[src/segx_pkg.sv]
`default_nettype none
package segx_pkg;

    localparam int COORD_WIDTH_DEF = 24;
    localparam int TOL_WIDTH = 32;

    typedef enum logic [1:0] {
        ST_CROSS   = 2'd0,
        ST_OVERLAP = 2'd1,
        ST_MISS    = 2'd2
    } t_status;

    typedef struct packed {
        logic    valid;
        t_status status;
        logic    neg_x;
        logic    neg_y;
    } t_ctrl;

    localparam t_ctrl CTRL_IDLE = '{valid: 1'b0, status: ST_MISS, neg_x: 1'b0, neg_y: 1'b0};

endpackage
`default_nettype wire

[src/segx_div_step.sv]
`default_nettype none
module segx_div_step #(
    parameter int COORD_WIDTH = segx_pkg::COORD_WIDTH_DEF,
    parameter int STEP_BIT = 0,
    localparam int CW = 2 * COORD_WIDTH + 3,
    localparam int PD = CW + COORD_WIDTH
) (
    input  wire logic                     i_clk,
    input  wire logic                     i_rst_n,
    input  segx_pkg::t_ctrl               i_ctrl,
    input  wire logic [CW-1:0]            i_den_mag,
    input  wire logic [PD-1:0]            i_rem_x,
    input  wire logic [PD-1:0]            i_rem_y,
    input  wire logic [COORD_WIDTH-1:0]   i_quo_x,
    input  wire logic [COORD_WIDTH-1:0]   i_quo_y,
    input  wire logic [4*COORD_WIDTH-1:0] i_pass,
    output segx_pkg::t_ctrl               o_ctrl,
    output logic [CW-1:0]                 o_den_mag,
    output logic [PD-1:0]                 o_rem_x,
    output logic [PD-1:0]                 o_rem_y,
    output logic [COORD_WIDTH-1:0]        o_quo_x,
    output logic [COORD_WIDTH-1:0]        o_quo_y,
    output logic [4*COORD_WIDTH-1:0]      o_pass
);
    import segx_pkg::*;

    logic [PD-1:0]          n_dsh;
    logic                   n_ge_x, n_ge_y;
    t_ctrl                  r_ctrl;
    logic [CW-1:0]          r_den_mag;
    logic [PD-1:0]          r_rem_x, r_rem_y;
    logic [COORD_WIDTH-1:0] r_quo_x, r_quo_y;
    logic [4*COORD_WIDTH-1:0] r_pass;

    assign n_dsh  = PD'(i_den_mag) << STEP_BIT;
    assign n_ge_x = i_rem_x >= n_dsh;
    assign n_ge_y = i_rem_y >= n_dsh;

    always_ff @(posedge i_clk) begin
        if (!i_rst_n) begin
            r_ctrl <= CTRL_IDLE;
        end else begin
            r_ctrl <= i_ctrl;
        end
    end

    always_ff @(posedge i_clk) begin
        r_den_mag <= i_den_mag;
        r_pass    <= i_pass;
        r_rem_x   <= n_ge_x ? (i_rem_x - n_dsh) : i_rem_x;
        r_rem_y   <= n_ge_y ? (i_rem_y - n_dsh) : i_rem_y;
        r_quo_x   <= i_quo_x | (COORD_WIDTH'(n_ge_x) << STEP_BIT);
        r_quo_y   <= i_quo_y | (COORD_WIDTH'(n_ge_y) << STEP_BIT);
    end

    assign o_ctrl    = r_ctrl;
    assign o_den_mag = r_den_mag;
    assign o_rem_x   = r_rem_x;
    assign o_rem_y   = r_rem_y;
    assign o_quo_x   = r_quo_x;
    assign o_quo_y   = r_quo_y;
    assign o_pass    = r_pass;

endmodule
`default_nettype wire
[config.mk]
export PLATFORM = sky130hd
export DESIGN_NAME = segx_div_step
export DESIGN_NICKNAME = d
export VERILOG_FILES = /design/src/segx_pkg.sv /design/src/segx_div_step.sv
export SDC_FILE = /design/constraint.sdc
export NUM_CORES = 1
export LEC_CHECK = 0
export BUFFER_PORTS_ARGS = -buffer_cell sky130_fd_sc_hd__buf_4
export CORE_AREA = 3 3 270 272
export DETAILED_ROUTE_END_ITERATION = 10
export DIE_AREA = 0 0 273 275
export PLACE_DENSITY = 0.56
export SYNTH_ARGS = -nofsm -noshare
export SYNTH_HDL_FRONTEND = slang
export SYNTH_SLANG_ARGS = --single-unit
[constraint.sdc]
create_clock -name i_clk -period 3.55 [get_ports i_clk]
set_input_delay 0.1775 -clock i_clk [delete_from_list [all_inputs] [get_ports i_clk]]
set_output_delay 0.1775 -clock i_clk [all_outputs]
set_load 0.1 [all_outputs]
==> flow_metrics.py <==
metrics = {
    "global_route": {
        "grt_max_degree": 68,
        "grt_pass1_vias": 17700,
        "grt_overflow": 0,
        "grt_use_total_pct": 20.8,
        "antenna_found_initial": 12,
        "grt_pass1_wl_um": 116000,
    },
    "floorplan": {
        "die_w_um": 273,
        "core_sq_um": 71000,
        "die_area_sq_um": 75100,
        "io_pins": 702,
        "rows": 98,
        "initial_utilization_pct": 22.0,
        "fp.dieH_um": 275,
    },
    "job": {
        "cap_violations": 0,
    },
    "timing": {
        "fmaxAchievable_ghz": 0.292,
        "rsz0062_at_grt": "no",
        "finalSetupTns_ps": 0,
        "finalCritPeriodShare_pct": 96.4,
        "max-slew-margin-rel_pct": 41.8,
        "worstMarginPinSlew_ps": 864,
        "finalMaxSlewViolations": 0,
        "finalHoldViolations": 0,
        "final-setup-viol-count": 0,
        "hold_slack_ps": 232,
        "fin_crit_ps": 3420,
    },
    "pwr": {
        "pwr-share-comb_pct": 40.4,
        "seqPwrFrac_pct": 28.9,
        "clockPowerShare_pct": 30.7,
        "internal-power_mw": 8.88,
        "p_sw_share_pct": 42.9,
        "power_density_nw_per_um2": 563,
        "ir_drop_mv": 0.436,
        "leakagePower_nw": 12.7,
        "p_sw_mw": 6.67,
    },
    "synthesis": {
        "synth_top_area_cell": "dfxtp_1",
        "synth.distinct_cells": 87,
        "synth_seq_area_share_pct": 44.8,
        "syn_area_sq_um": 15600,
        "ys_ff_latch": 350,
        "yosys_most_used_dff": "dfxtp_1",
        "ys_warn_count": 0,
        "synth_area_leaders": "dfxtp_1 (45%), ha_1 (8.2%), a21oi_1 (6.2%), xnor2_1 (4.1%), xor2_1 (3.9%)",
        "netlist_instances": 1728,
        "synthArstFlopShare_pct": 0,
        "synth_edf_count": 0,
        "syn_nets": 2184,
        "avgSynthCellArea_sq_um": 9.05,
        "synth_top_area_share_pct": 44.8,
    },
    "layout": {
        "mostFrequentLayoutCell": "buf_4",
        "final_area_sq_um": 27600,
        "final_nets": 3311,
        "drive_above_1_share_pct": 31.3,
        "nFillCells": 7070,
        "seq_area_sq_um": 7010,
        "multi_input_area_sq_um": 8060,
        "layout_common_cells": "buf_4 (789), dlygate4sd3_1 (355), dfxtp_1 (350), a21oi_1 (193), nor2_1 (151)",
        "area_delta_synth_final_pct": 76.6,
    },
    "clocking": {
        "cts.path.max_buffers": 3,
        "ctsRootBufferMaster": "clkbuf_16",
        "path_clk_slew_ps": 60,
        "cts_tree": "built",
        "ctsHtreeMaxLevel": 2,
        "cts.sinks": 350,
        "cts_setup_buffers": 0,
        "numCtsBuffers": 45,
    },
    "route": {
        "first_iter_violations": 640,
        "dr.pass1.iters": 5,
        "vias_per_cell": 4.45,
        "post-route-drc-count": 0,
        "wl_um": 82100,
        "ant_nets": 0,
        "avgRoutedWirePerCell_um": 21.4,
        "vias": 17100,
    },
    "critical_path": {
        "critPathLaunchType": "primary input",
        "cp.required_ps": 3990,
        "critical_path_class": "in -> reg",
        "cp_max_fo": 57,
        "arrival_ps": 3860,
        "worstSetupEndpointType": "register",
    },
    "worst_hold_path": {
        "hold_class": "in -> reg",
    },
    "placed_design": {
        "io_buffer_count": 701,
        "place_area_sq_um": 22500,
        "gp_congestion": 0.875,
        "hpwl_um": 66000,
    },
    "status": {
        "status": "completed",
    },
}
metrics by stage:
step / instances / utilization, % / power, mW / setup WS, ps
2_1_floorplan: 1728 / - / 8.77 / 702
3_3_place_gp: 3403 / 31.7 / 10.5 / 104
3_5_place_dp: 3403 / 31.7 / 10.5 / 92.0
4_1_cts: 3838 / 38.8 / 15.7 / 160
5_1_grt: 3839 / 38.9 / 16.1 / 5.19
6_report: 3843 / 38.9 / 15.5 / 129
layout make-up:
| type | instances | area share (%) |
|---|---|---|
| inverters | 79 | 1.07 |
| well taps | 950 | 4.30 |
| clock buffers | 59 | 4.56 |
| diodes | 5 | 0.0453 |
| clock inverters | 21 | 0.974 |
| repair buffers | 1146 | 34.5 |
| multi-input cells | 1233 | 29.2 |
| flip-flops and latches | 350 | 25.4 |
power groups by stage:
| stage | clock [mW] | combinational (mW) | sequential, mW |
|---|---|---|---|
| 2_1_floorplan | 0 | 1.13 | 7.64 |
| 3_3_place_gp | 0 | 5.95 | 4.57 |
| 3_5_place_dp | 0 | 5.94 | 4.57 |
| 4_1_cts | 4.92 | 6.31 | 4.49 |
| 5_1_grt | 5.04 | 6.55 | 4.53 |
| 6_report | 4.77 | 6.29 | 4.49 |
flip-flops by register name (all words and copies together), names as in the netlist:
signal	cells
o_pass	96
o_ctrl	5
o_den_mag	51
o_quo_y	24
o_rem_y	75
o_rem_x	75
o_quo_x	24
final timing paths:
kind  slack (ps)          to     startpoint  cells past startpoint
max          130  o_rem_x[0]  i_den_mag[16]                     15
min          230  o_pass[82]     i_pass[82]                      2
cell usage after synthesis, types with 4 or more instances:
master      n
a211oi_1   10
a21boi_0    6
a21o_1     53
a21oi_1   193
a221o_1     4
a31o_2      5
a31oi_1     9
and2_1     11
and3_1     12
and4_1      8
buf_2      23
clkbuf_1   40
dfxtp_1   350
ha_1      102
inv_1      79
nand2_1   132
nand2b_1   13
nand3_1    30
nand3b_1    5
nand4_1    38
nor2_1    152
nor2b_1    10
nor3_1     28
nor3b_1     4
nor4_1     22
o211ai_1    9
o21a_1     12
o21ai_0    82
o21ai_1     7
o21bai_1   21
o22ai_1     4
o31ai_1     8
or2_2       5
or3_1      18
or4_1       6
xnor2_1    74
xor2_1     69
worst max-delay path, stage by stage:
cell and delay [ps]:
dlygate4sd3_1 550, buf_4 120, inv_1 50, ha_1 370
a21o_1 220, a31oi_1 210, o22ai_1 110, a2111o_1 340
a41o_2 290, a32o_1 360, buf_4 180, or2_2 360
buf_12 190, nor2_1 180, a21oi_1 60
kinds of logic (layout without fill, tap and decap cells):
group           Yosys count  count (layout)  synth area share, %
compound gates          462             462                 18.2
xor+xnor                143             143                 8.01
fa+ha+maj               104             104                 8.42
buf+inv                 145            1305                 3.72
flops                   350             350                 44.8
mux                       1               1               0.0720
other cells               0               5                    0
simple gates            523             523                 16.7
metal layers:
layer  vias up  global-route usage (%)  wire length, um
met4        12                    6.74             2640
met1      8024                    22.5            31300
met5         -                       0               80
met3       118                    5.07             5510
li1       8365                       -                -
met2       568                    39.4            42600
what timing repair did:
| action | CTS | global route |
|---|---|---|
| setup endpoints to repair | 0 | 7 |
| resized for setup | 0 | 5 |
| hold endpoints to repair | 350 | 0 |
| hold buffers | 355 | 0 |
(Power assumes the default switching activity.)
